**src/hw/rtl/dth_pkg.sv**
```systemverilog
// Package for the decimal-text to hex-text converter.
// Character codes, result kinds, queue sizing and the command flag struct.
// No dependencies.
package dth_pkg;

  localparam logic [7:0] CH_ZERO  = 8'h30;
  localparam logic [7:0] CH_NINE  = 8'h39;
  localparam logic [7:0] CH_X     = 8'h78;
  localparam logic [7:0] CH_NL    = 8'h0a;
  localparam logic [7:0] CH_SPACE = 8'h20;
  localparam logic [7:0] CH_NONE  = 8'h00;

  localparam logic KIND_CHAR = 1'b0;
  localparam logic KIND_STOP = 1'b1;

  localparam int QDEPTH = 4;
  localparam int QPTR_W = $clog2(QDEPTH);

  // What the back end has to print for one queued command.
  typedef struct packed {
    logic emit_num;
    logic emit_stop;
  } cmd_flags_t;

  localparam int FLAGS_W = $bits(cmd_flags_t);

  function automatic logic [7:0] hex_char(input logic [3:0] nib);
    logic [7:0] n8;
    n8 = {4'h0, nib};
    if (nib < 4'd10) hex_char = CH_ZERO + n8;
    else             hex_char = 8'h57 + n8;
  endfunction

endpackage

```
**src/hw/rtl/dth_front.sv**
```systemverilog
// Front end: accepts input beats, accumulates decimal digits and queues
// print/stop commands. Depends on dth_pkg.
module dth_front
  import dth_pkg::*;
#(
  parameter int VALUE_WIDTH    = 32,
  parameter int MAX_HEX_DIGITS = 8
) (
  input  logic                        clk,
  input  logic                        rst,
  input  logic                        accept,
  input  logic [7:0]                  in_char,
  input  logic                        end_of_input,
  output logic                        push,
  output cmd_flags_t                  push_flags,
  output logic [4*MAX_HEX_DIGITS-1:0] push_value
);

  localparam int PW = 4 * MAX_HEX_DIGITS;

  logic [VALUE_WIDTH-1:0]    acc;
  logic                      has_digits;
  logic                      stopped;
  logic                      is_digit;
  logic                      is_space;
  logic [VALUE_WIDTH-1:0]    acc_dig;
  logic [VALUE_WIDTH+PW-1:0] acc_wide;

  assign is_digit = !end_of_input && (in_char >= CH_ZERO) && (in_char <= CH_NINE);
  assign is_space = !end_of_input && ((in_char == CH_SPACE) || (in_char == CH_NL));
  // acc*10 + digit as two shifts and two adds
  assign acc_dig  = (acc << 3) + (acc << 1) + VALUE_WIDTH'(in_char[3:0]);
  assign acc_wide = {{PW{1'b0}}, acc};

  assign push                 = accept && !stopped && !is_digit && (has_digits || !is_space);
  assign push_flags.emit_num  = has_digits;
  assign push_flags.emit_stop = !is_space;
  assign push_value           = acc_wide[PW-1:0];

  always_ff @(posedge clk) begin
    if (rst) begin
      acc        <= '0;
      has_digits <= 1'b0;
      stopped    <= 1'b0;
    end else if (accept && !stopped) begin
      if (is_digit) begin
        acc        <= acc_dig;
        has_digits <= 1'b1;
      end else begin
        acc        <= '0;
        has_digits <= 1'b0;
        stopped    <= !is_space;
      end
    end
  end

  ast_no_push_after_stop: assert property (@(posedge clk) disable iff (rst)
    stopped |-> !push) else $error("command queued after stop");

endmodule

```
**src/hw/rtl/dth_queue.sv**
```systemverilog
// Short command queue between front and back end.
// Depends on dth_pkg for depth constants.
module dth_queue
  import dth_pkg::*;
#(
  parameter int DW = 34
) (
  input  logic          clk,
  input  logic          rst,
  input  logic          push,
  input  logic [DW-1:0] wdata,
  input  logic          pop,
  output logic [DW-1:0] rdata,
  output logic          valid,
  output logic          full
);

  logic [DW-1:0]     mem [QDEPTH];
  logic [QPTR_W-1:0] wptr;
  logic [QPTR_W-1:0] rptr;
  logic [QPTR_W:0]   count;

  assign valid = (count != '0);
  assign full  = (count == (QPTR_W+1)'(QDEPTH));
  assign rdata = mem[rptr];

  always_ff @(posedge clk) begin
    if (push) mem[wptr] <= wdata;
  end

  always_ff @(posedge clk) begin
    if (rst) begin
      wptr  <= '0;
      rptr  <= '0;
      count <= '0;
    end else begin
      if (push) wptr <= wptr + 1'b1;
      if (pop)  rptr <= rptr + 1'b1;
      if (push && !pop)      count <= count + 1'b1;
      else if (pop && !push) count <= count - 1'b1;
    end
  end

  ast_no_overflow: assert property (@(posedge clk) disable iff (rst)
    push |-> (!full || pop)) else $error("queue overflow");
  ast_no_underflow: assert property (@(posedge clk) disable iff (rst)
    pop |-> valid) else $error("queue underflow");

endmodule

```
**src/hw/rtl/dth_back.sv**
```systemverilog
// Back end: pops commands and prints "0x", hex digits, newline and stop
// beats through a registered output stage. Depends on dth_pkg.
module dth_back
  import dth_pkg::*;
#(
  parameter int MAX_HEX_DIGITS = 8
) (
  input  logic                        clk,
  input  logic                        rst,
  input  logic                        q_valid,
  input  cmd_flags_t                  q_flags,
  input  logic [4*MAX_HEX_DIGITS-1:0] q_value,
  output logic                        pop,
  output logic                        m_tvalid,
  input  logic                        m_tready,
  output logic [7:0]                  m_tdata,
  output logic                        m_tuser,
  output logic                        m_tlast
);

  localparam int PW = 4 * MAX_HEX_DIGITS;
  localparam int IW = (MAX_HEX_DIGITS > 1) ? $clog2(MAX_HEX_DIGITS) : 1;

  typedef enum logic [2:0] {ST_IDLE, ST_PFX0, ST_PFX1, ST_DIG, ST_NL, ST_STOP} state_t;

  state_t        state;
  logic [PW-1:0] val;
  logic [IW-1:0] idx;
  logic [IW-1:0] top;
  logic          stop_pend;
  logic          adv;

  assign adv = !m_tvalid || m_tready;
  assign pop = (state == ST_IDLE) && q_valid;

  // highest nonzero nibble of the incoming value, zero if none
  always_comb begin
    top = '0;
    for (int k = 0; k < MAX_HEX_DIGITS; k++) begin
      if (q_value[4*k +: 4] != 4'h0) top = IW'(k);
    end
  end

  always_ff @(posedge clk) begin
    if (rst) begin
      state     <= ST_IDLE;
      m_tvalid  <= 1'b0;
      stop_pend <= 1'b0;
    end else begin
      if (m_tready) m_tvalid <= 1'b0;
      unique case (state)
        ST_IDLE: begin
          if (q_valid) begin
            val       <= q_value;
            idx       <= top;
            stop_pend <= q_flags.emit_stop;
            state     <= q_flags.emit_num ? ST_PFX0 : ST_STOP;
          end
        end
        ST_PFX0: begin
          if (adv) begin
            m_tvalid <= 1'b1;
            m_tdata  <= CH_ZERO;
            m_tuser  <= KIND_CHAR;
            m_tlast  <= 1'b0;
            state    <= ST_PFX1;
          end
        end
        ST_PFX1: begin
          if (adv) begin
            m_tvalid <= 1'b1;
            m_tdata  <= CH_X;
            m_tuser  <= KIND_CHAR;
            m_tlast  <= 1'b0;
            state    <= ST_DIG;
          end
        end
        ST_DIG: begin
          if (adv) begin
            m_tvalid <= 1'b1;
            m_tdata  <= hex_char(val[4*idx +: 4]);
            m_tuser  <= KIND_CHAR;
            m_tlast  <= 1'b0;
            if (idx == '0) state <= ST_NL;
            else           idx   <= idx - 1'b1;
          end
        end
        ST_NL: begin
          if (adv) begin
            m_tvalid <= 1'b1;
            m_tdata  <= CH_NL;
            m_tuser  <= KIND_CHAR;
            m_tlast  <= !stop_pend;
            state    <= stop_pend ? ST_STOP : ST_IDLE;
          end
        end
        ST_STOP: begin
          if (adv) begin
            m_tvalid <= 1'b1;
            m_tdata  <= CH_NONE;
            m_tuser  <= KIND_STOP;
            m_tlast  <= 1'b1;
            state    <= ST_IDLE;
          end
        end
        default: state <= ST_IDLE;
      endcase
    end
  end

  ast_stop_is_last: assert property (@(posedge clk) disable iff (rst)
    (m_tvalid && m_tuser == KIND_STOP) |-> m_tlast) else $error("stop beat not last");

endmodule

```
**src/hw/rtl/decimal_text_to_hex_text.sv**
```systemverilog
// Top level of the decimal-text to hex-text converter.
// Instantiates dth_front, dth_queue and dth_back; depends on dth_pkg.
//
// Reads a byte stream of decimal numbers separated by spaces or newlines and
// writes each number as "0x" plus lower-case hex digits without leading zeros,
// then a newline. Values wrap modulo 2^VALUE_WIDTH; only the low
// MAX_HEX_DIGITS nibbles are printed. End of input (s_tuser high) or any
// character other than a digit, space or newline prints the pending number
// and a stop beat (m_tuser high, m_tdata zero); all later input is taken and
// dropped. m_tlast marks the final beat caused by one input beat. The front
// end takes one input beat per cycle, digits included, while the 4-entry
// command queue has room. The back end pops a command only while idle and
// then writes its output beats in turn, holding while the sink stalls:
// 3 + n beats for an n-digit number, plus one stop beat when the command
// carries one. It takes no new command until the last beat is written.
// Output beats leave from a register, so a stalled sink holds the back end
// only, and input keeps flowing until the queue fills.
module decimal_text_to_hex_text
  import dth_pkg::*;
#(
  parameter int VALUE_WIDTH    = 32,
  parameter int MAX_HEX_DIGITS = 8
) (
  input  logic       clk,
  input  logic       rst,
  input  logic       s_tvalid,
  output logic       s_tready,
  input  logic [7:0] s_tdata,   // [7:0] in_char
  input  logic       s_tuser,   // [0] end_of_input
  output logic       m_tvalid,
  input  logic       m_tready,
  output logic [7:0] m_tdata,   // [7:0] out_char
  output logic       m_tuser,   // [0] result_kind
  output logic       m_tlast    // last_of_run
);

  localparam int PW = 4 * MAX_HEX_DIGITS;
  localparam int DW = PW + FLAGS_W;

  logic          accept;
  logic          push;
  cmd_flags_t    push_flags;
  logic [PW-1:0] push_value;
  logic [DW-1:0] q_rdata;
  logic          q_valid;
  logic          q_full;
  logic          pop;
  cmd_flags_t    q_flags;
  logic [PW-1:0] q_value;

  // Hold input off only when the command queue cannot take another entry.
  assign s_tready = !q_full;
  assign accept   = s_tvalid && s_tready;

  dth_front #(
    .VALUE_WIDTH   (VALUE_WIDTH),
    .MAX_HEX_DIGITS(MAX_HEX_DIGITS)
  ) u_front (
    .clk         (clk),
    .rst         (rst),
    .accept      (accept),
    .in_char     (s_tdata),
    .end_of_input(s_tuser),
    .push        (push),
    .push_flags  (push_flags),
    .push_value  (push_value)
  );

  dth_queue #(
    .DW(DW)
  ) u_queue (
    .clk  (clk),
    .rst  (rst),
    .push (push),
    .wdata({push_flags, push_value}),
    .pop  (pop),
    .rdata(q_rdata),
    .valid(q_valid),
    .full (q_full)
  );

  assign q_flags = cmd_flags_t'(q_rdata[DW-1:PW]);
  assign q_value = q_rdata[PW-1:0];

  dth_back #(
    .MAX_HEX_DIGITS(MAX_HEX_DIGITS)
  ) u_back (
    .clk     (clk),
    .rst     (rst),
    .q_valid (q_valid),
    .q_flags (q_flags),
    .q_value (q_value),
    .pop     (pop),
    .m_tvalid(m_tvalid),
    .m_tready(m_tready),
    .m_tdata (m_tdata),
    .m_tuser (m_tuser),
    .m_tlast (m_tlast)
  );

endmodule
```
**config.mk**
```make
export PLATFORM = sky130hd
export DESIGN_NAME = decimal_text_to_hex_text
export DESIGN_NICKNAME = d
export VERILOG_FILES = /design/src/hw/rtl/dth_pkg.sv /design/src/hw/rtl/dth_front.sv /design/src/hw/rtl/dth_queue.sv /design/src/hw/rtl/dth_back.sv /design/src/hw/rtl/decimal_text_to_hex_text.sv
export SDC_FILE = /design/constraint.sdc
export NUM_CORES = 1
export LEC_CHECK = 0
export BUFFER_PORTS_ARGS = -buffer_cell sky130_fd_sc_hd__buf_2
export CAP_MARGIN = 20
export CORE_ASPECT_RATIO = 1.75
export CORE_UTILIZATION = 59
export CTS_BUF_LIST = sky130_fd_sc_hd__clkbuf_2
export DETAILED_ROUTE_END_ITERATION = 10
export PLACE_DENSITY = 0.79
export SLEW_MARGIN = 20
export SYNTH_ARGS = -nofsm -noshare
export SYNTH_HDL_FRONTEND = slang
export SYNTH_SLANG_ARGS = --single-unit
```
**constraint.sdc**
```tcl
create_clock -name clk -period 2.8 [get_ports clk]
set_input_delay 0.42 -clock clk [delete_from_list [all_inputs] [get_ports clk]]
set_output_delay 0.42 -clock clk [all_outputs]
set_load 0.01 [all_outputs]
```
==> flow_summary.yaml, run 1 <==
status:
  status: "complete, but fails checks"
  violations: "setup timing"
final_layout:
  drive_above_1_share_pct: 26.3
  design_area_um2: 12300
  syn2layout_area_growth_pct: 14.5
  fin_nets: 981
  seqCellArea_um2: 6370
  num-fill-cells: 1201
  final_util_pct: 68.6
  multi_input_area_um2: 4320
floorplan:
  fp.dieH_um: 181
  core-area_um2: 18000
  core.rowCount: 65
  die_w_um: 104
  die_area_um2: 18800
  initial_core_util_pct: 59.9
  io_pins: 25
route:
  remaining_drc_errors: 0
  drt_wl_total_um: 23000
  num_vias: 7174
  vias_per_cell: 6.12
  drt_first_iter_violations: 469
  drtAntennaViolNets: 0
  wl_per_cell_um: 19.6
  firstDrtPassIters: 5
yosys:
  yosysWarnings: 0
  ys_async_sr_fraction_pct: 0
  yosys_most_used_dff: "edfxtp_1"
  syn_avg_cell_area_um2: 13.7
  seq_area_frac_synth_pct: 59.2
  synth_area_um2: 10800
  synthCells: 787
  syn_nets: 869
  ys_seq_elements: 228
  synth_cell_types: 60
  synth_edf_count: 180
setup_path:
  end_kind: "flop"
  critPathLaunchType: "flop"
  r2r_start: "u_front.push_value[0]"
  worstSetupPathType: "flop to flop"
  cp_max_fo: 3
  required_ns: 3.47
  critPathLaunch: "u_front.push_value[0]"
  arrival_ns: 3.68
power_and_ir_drop:
  pwr-share-seq_pct: 53.0
  swShare_pct: 29.5
  ir_drop_uv: 389
  comb_power_share_pct: 21.6
  static-leakage-power_nw: 4.82
  pwr-share-clk_pct: 25.4
  p_per_area_nw_per_um2: 666
  p_int_mw: 5.79
  p_switching_mw: 2.42
sta:
  setup_ws_ns: -0.212
  rsz0062_at_grt: "true"
  skew_ns: 0.0378
  max_slew_margin_pct: 47.2
  tightest_slew_ns: 0.791
  fmax_mhz: 332
  period_minus_slack_ns: 3.01
  setup_viol: 15
  finalMaxSlewViolations: 0
  finalHoldViolCount: 0
  fin_crit_sh_pct: 108
cts:
  root_buffer: "clkbuf_2"
  cts_tree: "yes"
  cts_buffer_depth: 3
  insertion_delay_ns: 0.78
  htreeDepth: 2
  clk_pin_slew_ns: 0.12
  clkSinkCount: 228
  numCtsBuffers: 49
placement:
  gp_congestion: 0.908
  port-buffer-count: 23
  placed_cell_area_um2: 11500
  dp_hpwl_um: 15800
grt:
  grt_pass1_wl_um: 37100
  grt_usage_pct: 25.2
  grt_max_degree: 35
  antenna_found_initial: 1
  grt_pass1_vias: 7588
  grt.overflow.total: 0
hold_path:
  min_from: "s_tdata[1]"
  holdCritPathClass: "input pin to flop"
run:
  max_cap_violations: 0
[through the flow]
| step | setup TNS, ns | cells | setup slack, ns | total power, mW | hold WS [ns] |
|---|---|---|---|---|---|
| 6_report | -1.69 | 1172 | -0.212 | 8.21 | 0.0997 |
| 5_1_grt | -3.72 | 1172 | -0.329 | 8.59 | 0.0661 |
| 4_1_cts | -1.30 | 1167 | -0.232 | 8.25 | 0.0387 |
| 3_5_place_dp | -5.07 | 1070 | -0.478 | 6.19 | 0.478 |
| 3_3_place_gp | -4.24 | 1070 | -0.464 | 6.08 | 0.456 |
| 2_1_floorplan | -0.138 | 787 | -0.103 | 5.64 | 0.437 |
[state kept, by name, indices dropped and copies added (netlist names), named ones only]
| signal | cells |
|---|---|
| u_front.has_digits | 1 |
| u_front.push_value | 32 |
| u_front.stopped | 1 |
| u_back.m_tdata | 7 |
| u_back.m_tvalid | 1 |
| u_back.stop_pend | 1 |
| u_queue.mem | 136 |
| u_back.state | 3 |
| u_back.idx | 3 |
| u_back.m_tuser | 1 |
| u_queue.wptr | 2 |
| u_back.val | 32 |
| u_queue.rptr | 2 |
| u_queue.count | 3 |
| u_back.m_tlast | 1 |
[repair_timing]
item | CTS | global route
buffers inserted | 8 | 7
endpoints found under the setup margin | 19 | 23
endpoints found under the hold margin | 1 | 0
pin swaps | 31 | 24
gates resized for setup | 36 | 19
hold buffers | 1 | 0
[synth_stat cells, drive strengths merged, types with 6 or more instances]
cell | count | share of area, %
mux4 | 42 | 9.0
nand2 | 55 | 1.9
xor2 | 16 | 1.3
nand3 | 12 | 0.56
nor3 | 10 | 0.47
a31oi | 8 | 0.47
inv | 24 | 0.84
edfxtp | 180 | 50
mux2i | 7 | 0.65
o21ai | 39 | 1.8
clkbuf | 24 | 0.84
o21a | 7 | 0.49
xnor2 | 13 | 1.1
ha | 66 | 7.7
and3 | 7 | 0.41
nand2b | 6 | 0.35
a22oi | 16 | 1.2
or3 | 7 | 0.41
nor2 | 54 | 1.9
a21o | 10 | 0.70
and2 | 6 | 0.35
dfxtp | 48 | 8.9
buf | 10 | 0.74
a21oi | 52 | 2.4
[power by group through the flow]
stage	Clock, mW	Combinational, mW	Sequential (mW)
2_1_floorplan	0	1.29	4.35
3_3_place_gp	0	1.69	4.40
3_5_place_dp	0	1.76	4.43
4_1_cts	2.12	1.78	4.35
5_1_grt	2.27	1.93	4.39
6_report	2.09	1.77	4.35
[critical path, stage by stage (launching register included)]
cell and delay (ns):
dfxtp_2 0.36, inv_2 0.04, fa_1 0.51, inv_2 0.05
fa_2 0.34, a21o_1 0.17, a221o_1 0.37, buf_4 0.17
a31o_4 0.26, a21oi_4 0.16, a31oi_1 0.16, a211o_1 0.30
[placed cells by master, fill, tap and decap left out, types with 5 or more instances in the layout]
cell      instances
edfxtp_1        180
ha_1             64
clkbuf_2         63
buf_4            57
nand2_1          55
nor2_1           53
a21oi_1          48
dfxtp_1          44
mux4_2           36
o21ai_0          23
buf_2            23
inv_1            21
xor2_1           15
o21ai_1          14
xnor2_1          13
a22oi_1          13
clkinv_1         13
nand3_1          11
a21o_1           10
nor3_1            8
clkinv_2          8
buf_6             8
and3_1            7
o21a_1            7
mux2i_1           7
or3_1             7
nand2b_1          6
mux4_1            6
and2_1            6
buf_12            6
o211ai_1          5
a31oi_1           5
o31ai_1           5
[final cells by class]
cell class,instances,area share (%)
diodes,1,0.0203
flip-flops and latches,228,51.7
well taps,234,2.38
clock buffers,63,2.56
repair buffers,95,6.19
inverters,24,0.731
clock inverters,26,1.36
multi-input cells,501,35.1
[worst paths after layout]
check	endpoint	slack, ns	depth (start not counted)
setup reg to reg	u_front.push_value[26]	-0.21	11
setup / recovery	u_front.push_value[26]	-0.21	11
hold reg to reg	u_front.stopped	0.50	2
hold / removal	u_front.push_value[1]	0.1	4
[cell families (layout without fill, tap and decap cells)]
family / Yosys count / count (layout) / synth area share (%)
adders and majority gates: 69 / 69 / 8.23
buffers and inverters: 58 / 208 / 2.42
AOI/OAI and AO/OA: 166 / 166 / 9.63
xor gates and xnor gates: 29 / 29 / 2.36
DFF: 228 / 228 / 59.2
other: 1 / 2 / 0.0349
and+or+nand+nor: 187 / 187 / 8.51
muxes: 49 / 49 / 9.65
[per-layer routing]
layer | vias to the layer above | GRT usage, % | wire (um) | share of wire, %
li1 | 3297 | - | - | -
met1 | 3580 | 26.4 | 8380 | 36
met2 | 231 | 48.4 | 12800 | 56
met3 | 66 | 3.33 | 834 | 3.6
met4 | 0 | 12.7 | 928 | 4.0
met5 | - | 0 | 0 | 0
Note: power is estimated with default switching activity, not from simulation.
==> run 2, diff against run 1 <==
- CORE_UTILIZATION: 59 -> 60
- PLACE_DENSITY: 0.79 -> 0.77
- clock period: 2.8 -> 3.12 ns (I/O delays scaled with it)
==> run 2 against run 1 <==
- the flow now finishes without violations
- count of clock-buffer cells in the layout rose by 5
- fmax fell by 2.1%
- sequential power decreased by 10%
- core utilization down 1.0 points
- first-iteration DRC count down 37%
- combinational power decreased by 13%
- wire length is 4.7% lower
- die area shrank 1.6%
- clock skew rose by 0.026 ns
- largest cell class unchanged
- largest power group unchanged
==> flow_summary.yaml, run 2 (synthesis results as in run 1) <==
sta:
  fin_crit_sh_pct: 98.7
  finalHoldViolCount: 0
  skew_ns: 0.0640
  period_minus_slack_ns: 3.08
  fmax_mhz: 325
  rsz0062_at_grt: "true"
  finalMaxSlewViolations: 0
  max_slew_margin_pct: 37.9
  whs_ns: 0.132
  tightest_slew_ns: 0.928
  setup_viol: 0
grt:
  met3_usage_pct: 3.16
  grt_pass1_vias: 7132
  grt_usage_pct: 25.1
  grt-busiest-layer: "met2"
  grt_max_degree: 35
  grt.overflow.total: 0
  grtUsageMet2_pct: 47.6
  gr-usage-met1_pct: 26.7
  antenna_found_initial: 1
  grt_pass1_wl_um: 34800
power_and_ir_drop:
  ir_drop_uv: 376
  static-leakage-power_nw: 4.60
  p_total_mw: 7.33
  p_per_area_nw_per_um2: 619
final_layout:
  design_area_um2: 11800
  num-fill-cells: 1191
  syn2layout_area_growth_pct: 10.1
  fin_cells: 1135
  final_common_cell: "edfxtp_1"
  final_cell_mix: "180 x edfxtp_1, 68 x clkbuf_2, 65 x ha_1"
  fin_nets: 945
  top_register: "u_queue.mem"
  drive_above_1_share_pct: 22.0
  largest_reg_flops: 136
setup_path:
  arrival_ns: 3.69
  crit_slowest_cell: "or4b_1"
  crit_path_frequent_cell: "ha_1"
  required_ns: 3.73
  cp_max_fo: 6
  end_kind: "flop"
  critPathLaunchType: "flop"
  max_stage_delay_ns: 0.45
  worstSetupPathType: "flop to flop"
  path_cells: "buf_4 > ha_1 > ha_1 > fa_2 > a21o_1 > a221o_1 > a22oi_2 > a31oi_2 > o21ai_2 > or4b_1 > o311ai_1"
run:
  max_cap_violations: 0
cts:
  clk_pin_slew_ns: 0.13
  numCtsBuffers: 49
  insertion_delay_ns: 0.75
  cts_tree: "yes"
  cts_buffer_depth: 3
  htreeDepth: 2
  root_buffer: "clkbuf_2"
  clkSinkCount: 228
route:
  vias_per_cell: 6.02
  firstDrtPassIters: 5
  drtAntennaViolNets: 0
  drt_wl_total_um: 21900
  remaining_drc_errors: 0
  drt_first_iter_violations: 297
  wl_per_cell_um: 19.3
  num_vias: 6837
floorplan:
  die_area_um2: 18500
  core.rowCount: 64
  core-area_um2: 17500
  fp.dieH_um: 179
  io_pins: 25
  initial_core_util_pct: 61.4
  die_w_um: 103
placement:
  place_inst: 1037
  gp_congestion: 0.882
  dp_hpwl_um: 15600
  placed_cell_area_um2: 11200
  port-buffer-count: 23
status:
  status: "finished clean"
hold_path:
  holdCritPathClass: "input pin to flop"
## run 2: changes by cell type in the layout (fill, tap and decap cells not counted), moves of 4 or more
cell and delta:
buf_12 -4, buf_4 -24, buf_6 -8, clkbuf_2 +5, o21ai_0 +12, o21ai_1 -11
## run 2: layer usage
layer / routed length, um / up-vias / part of all wire [%]
met5: 0 / - / 0
met1: 8120 / 3336 / 37
met2: 12100 / 211 / 55
met4: 809 / 0 / 3.7
li1: - / 3229 / -
met3: 812 / 61 / 3.7
## run 2: cell type report
cell class | count | area [um2] | area share (%)
Antenna cell | 1 | 2.50 | 0.0211
Clock buffer | 68 | 340 | 2.87
Clock inverter | 23 | 158 | 1.33
Inverter | 24 | 90.1 | 0.760
Multi-Input combinational cell | 501 | 4180 | 35.3
Sequential cell | 228 | 6370 | 53.8
Tap cell | 231 | 289 | 2.44
Timing Repair Buffer | 59 | 413 | 3.49
## run 2: critical path: cells and delay by family (launching register included)
kind,cells,cell delay [ns]
buffers and inverters,1,0.15
and+or+nand+nor,1,0.45
adders and majority gates,3,0.81
DFF,1,0.34
AOI/OAI and AO/OA,6,1.21
## run 2: worst paths after layout
check	from	to	slack, ns	cells past startpoint
worst max-delay path	u_front.push_value[0]	u_front.push_value[28]	0.04	11
worst min-delay path	m_tready	u_back.m_tvalid	0.13	4
worst max register to register	u_front.push_value[0]	u_front.push_value[28]	0.04	11
worst min register to register	u_front.stopped	u_front.stopped	0.49	2
## run 2: timing repair
item | in CTS | in global routing
pin swaps | 5 | 9
setup buffers | 3 | 2
endpoints found under the hold margin | 1 | 0
gates resized for setup | 4 | 11
hold buffers | 1 | 0
endpoints found under the setup margin | 6 | 6
## run 2: where the power goes
group / total, mW / switching, mW / internal [mW]
logic: 1.54 / 0.858 / 0.682
registers: 3.91 / 0.174 / 3.73
clock network: 1.88 / 1.11 / 0.774
total: 7.33 / 2.14 / 5.19
## run 2: through the flow
step	worst slack (ns)	setup TNS (ns)	utilization [%]
final	0.0421	0	67.6
after global routing	-0.0212	-0.0327	67.6
after CTS	0.0279	0	67.3
after detailed placement	-0.482	-3.20	64.1
after global placement	-0.359	-2.01	64.1
after floorplan	0.00780	0	-
==> run 3, diff against run 2 <==
- CAP_MARGIN: 20 -> unset
- PLACE_DENSITY: 0.77 -> unset
- PLACE_DENSITY_LB_ADDON: unset -> 0.05
==> run 3 against run 2 <==
- die area is the same
- clock skew decreased by 0.025 ns
- register-to-register slack gained 0.02 ns
- hold slack improved by 0.040 ns
- global-route usage rose by 0.067 points
- clock power fell by 7%
- sequential share of layout area grew 0.25 points
- power shrank 2.4%
- final cell count about the same
- non-clock buffer count up 3
- flip-flop and latch count stayed put
- setup slack better by 0.021 ns
- largest power group unchanged
==> flow_summary.yaml, run 3 (synthesis results as in run 1) <==
grt:
  gr-usage-met1_pct: 29.1
  grt_max_degree: 35
  met3_usage_pct: 2.81
  grtUsageMet2_pct: 46.0
  antenna_found_initial: 1
  grt_pass1_wl_um: 35000
  grt-busiest-layer: "met2"
  grt.overflow.total: 0
  grt_pass1_vias: 7115
  grt_usage_pct: 25.1
power_and_ir_drop:
  p_per_area_nw_per_um2: 607
  ir_drop_uv: 338
  static-leakage-power_nw: 4.62
final_layout:
  top_register: "u_queue.mem"
  syn2layout_area_growth_pct: 9.66
  final_util_pct: 67.3
  final_cell_mix: "180 x edfxtp_1, 72 x clkbuf_2, 66 x ha_1"
  fin_nets: 946
  num-fill-cells: 1280
  drive_above_1_share_pct: 21.6
  largest_reg_flops: 136
  final_common_cell: "edfxtp_1"
sta:
  setup_viol: 0
  finalHoldViolCount: 0
  tightest_slew_ns: 0.767
  period_minus_slack_ns: 3.06
  setup_ws_ns: 0.0630
  fin_crit_sh_pct: 98.0
  skew_ns: 0.0395
  finalMaxSlewViolations: 0
  fmax_mhz: 327
  rsz0062_at_grt: "true"
  max_slew_margin_pct: 48.8
placement:
  gp_congestion: 0.861
  port-buffer-count: 23
  dp_hpwl_um: 15100
  dp_slack_ns: -0.472
floorplan:
  core.rowCount: 64
  die_w_um: 103
  die_area_um2: 18500
  initial_core_util_pct: 61.4
  core-area_um2: 17500
  fp.dieH_um: 179
  io_pins: 25
setup_path:
  crit_slowest_cell: "fa_1"
  path_cells: "inv_1 > fa_1 > inv_1 > fa_2 > a21o_1 > a221o_1 > a22oi_2 > a31oi_2 > o21ai_2 > or4b_1 > o311ai_1"
  r2r-end: "u_front.push_value[28]"
  reg2reg_setup_slack_ns: 0.06
  arrival_ns: 3.66
  critical_path.top_delay_family: "compound AO/OA/AOI/OAI gates"
  path_buf_inv: 2
  cp_max_fo: 3
  r2r_start: "u_front.push_value[0]"
  crit_path_frequent_cell: "inv_1"
  worstSetupPathType: "flop to flop"
  ff2ff_path_depth: 11
  critPathLaunchType: "flop"
  end_kind: "flop"
  max_stage_delay_ns: 0.52
  required_ns: 3.72
route:
  drt_first_iter_violations: 369
  firstDrtPassIters: 5
  num_vias: 6693
  remaining_drc_errors: 0
  drt_wl_total_um: 21200
  drtAntennaViolNets: 0
  vias_per_cell: 5.90
  wl_per_cell_um: 18.7
cts:
  insertion_delay_ns: 0.72
  cts_buffer_depth: 3
  clkSinkCount: 228
  numCtsBuffers: 47
  clk_pin_slew_ns: 0.11
  root_buffer: "clkbuf_2"
  cts_tree: "yes"
  htreeDepth: 2
hold_path:
  hold_end: "u_front.push_value[1]"
  min_from: "s_tdata[1]"
  holdCritPathClass: "input pin to flop"
  hold_depth: 4
run:
  max_cap_violations: 0
status:
  status: "finished clean"
run 3: layout make-up:
cell class,instances,area (um2),area share [%]
clock inverter,15,83.8,0.710
antenna,1,2.50,0.0212
clock buffer,72,360,3.05
tap,231,289,2.45
multi-input combinational,501,4160,35.3
timing repair buffer,62,435,3.69
sequential,228,6370,54.0
inverter,24,90.1,0.763
run 3: worst max path at each step:
stage | start | endpoint | depth (start not counted) | slack, ns
floorplan | s_tdata[3] | u_front.push_value[28] | 11 | 0.008
global placement | s_tdata[3] | u_front.push_value[28] | 12 | -0.33
detailed placement | s_tdata[3] | u_front.push_value[28] | 12 | -0.47
CTS | u_front.push_value[0] | u_front.push_value[28] | 11 | 0.02
global route | u_front.push_value[0] | u_front.push_value[28] | 11 | -0.03
finish | u_front.push_value[0] | u_front.push_value[28] | 11 | 0.06
run 3: metrics by stage:
step / area (um2) / hold slack, ns / cells / TNS, ns / power (mW)
global placement: 11300 / 0.450 / 1039 / -1.65 / 5.44
finish: 11800 / 0.172 / 1134 / 0 / 7.16
CTS: 11800 / 0.116 / 1131 / 0 / 7.25
detailed placement: 11300 / 0.472 / 1039 / -2.78 / 5.51
global route: 11800 / 0.150 / 1134 / -0.0531 / 7.55
floorplan: 10800 / 0.437 / 787 / 0 / 5.06
run 3: report_power, final:
group	switching [mW]	internal, mW
combinational	0.844	0.677
clock	1.05	0.695
sequential	0.165	3.73
run 3: worst min-delay path: cells and delay by family:
kind	cells	cell delay [ns]
AOI/OAI and AO/OA	1	0.06
and+or+nand+nor	1	0.08
adders and majority gates	1	0.13
buffers and inverters	1	0.11
run 3: per-layer routing:
metal | routed length, um | share of wire, % | vias to the layer above
met2 | 11600 | 55 | 152
met1 | 8400 | 40 | 3264
met3 | 539 | 2.5 | 42
met4 | 619 | 2.9 | 0
met5 | 0 | 0 | -
li1 | - | - | 3235
run 3: repair_timing:
action,in CTS,in global routing
gates resized for setup,5,9
endpoints found under the hold margin,1,0
setup buffers,4,2
pin swaps,5,4
setup endpoints to repair,3,5
hold buffers,1,0
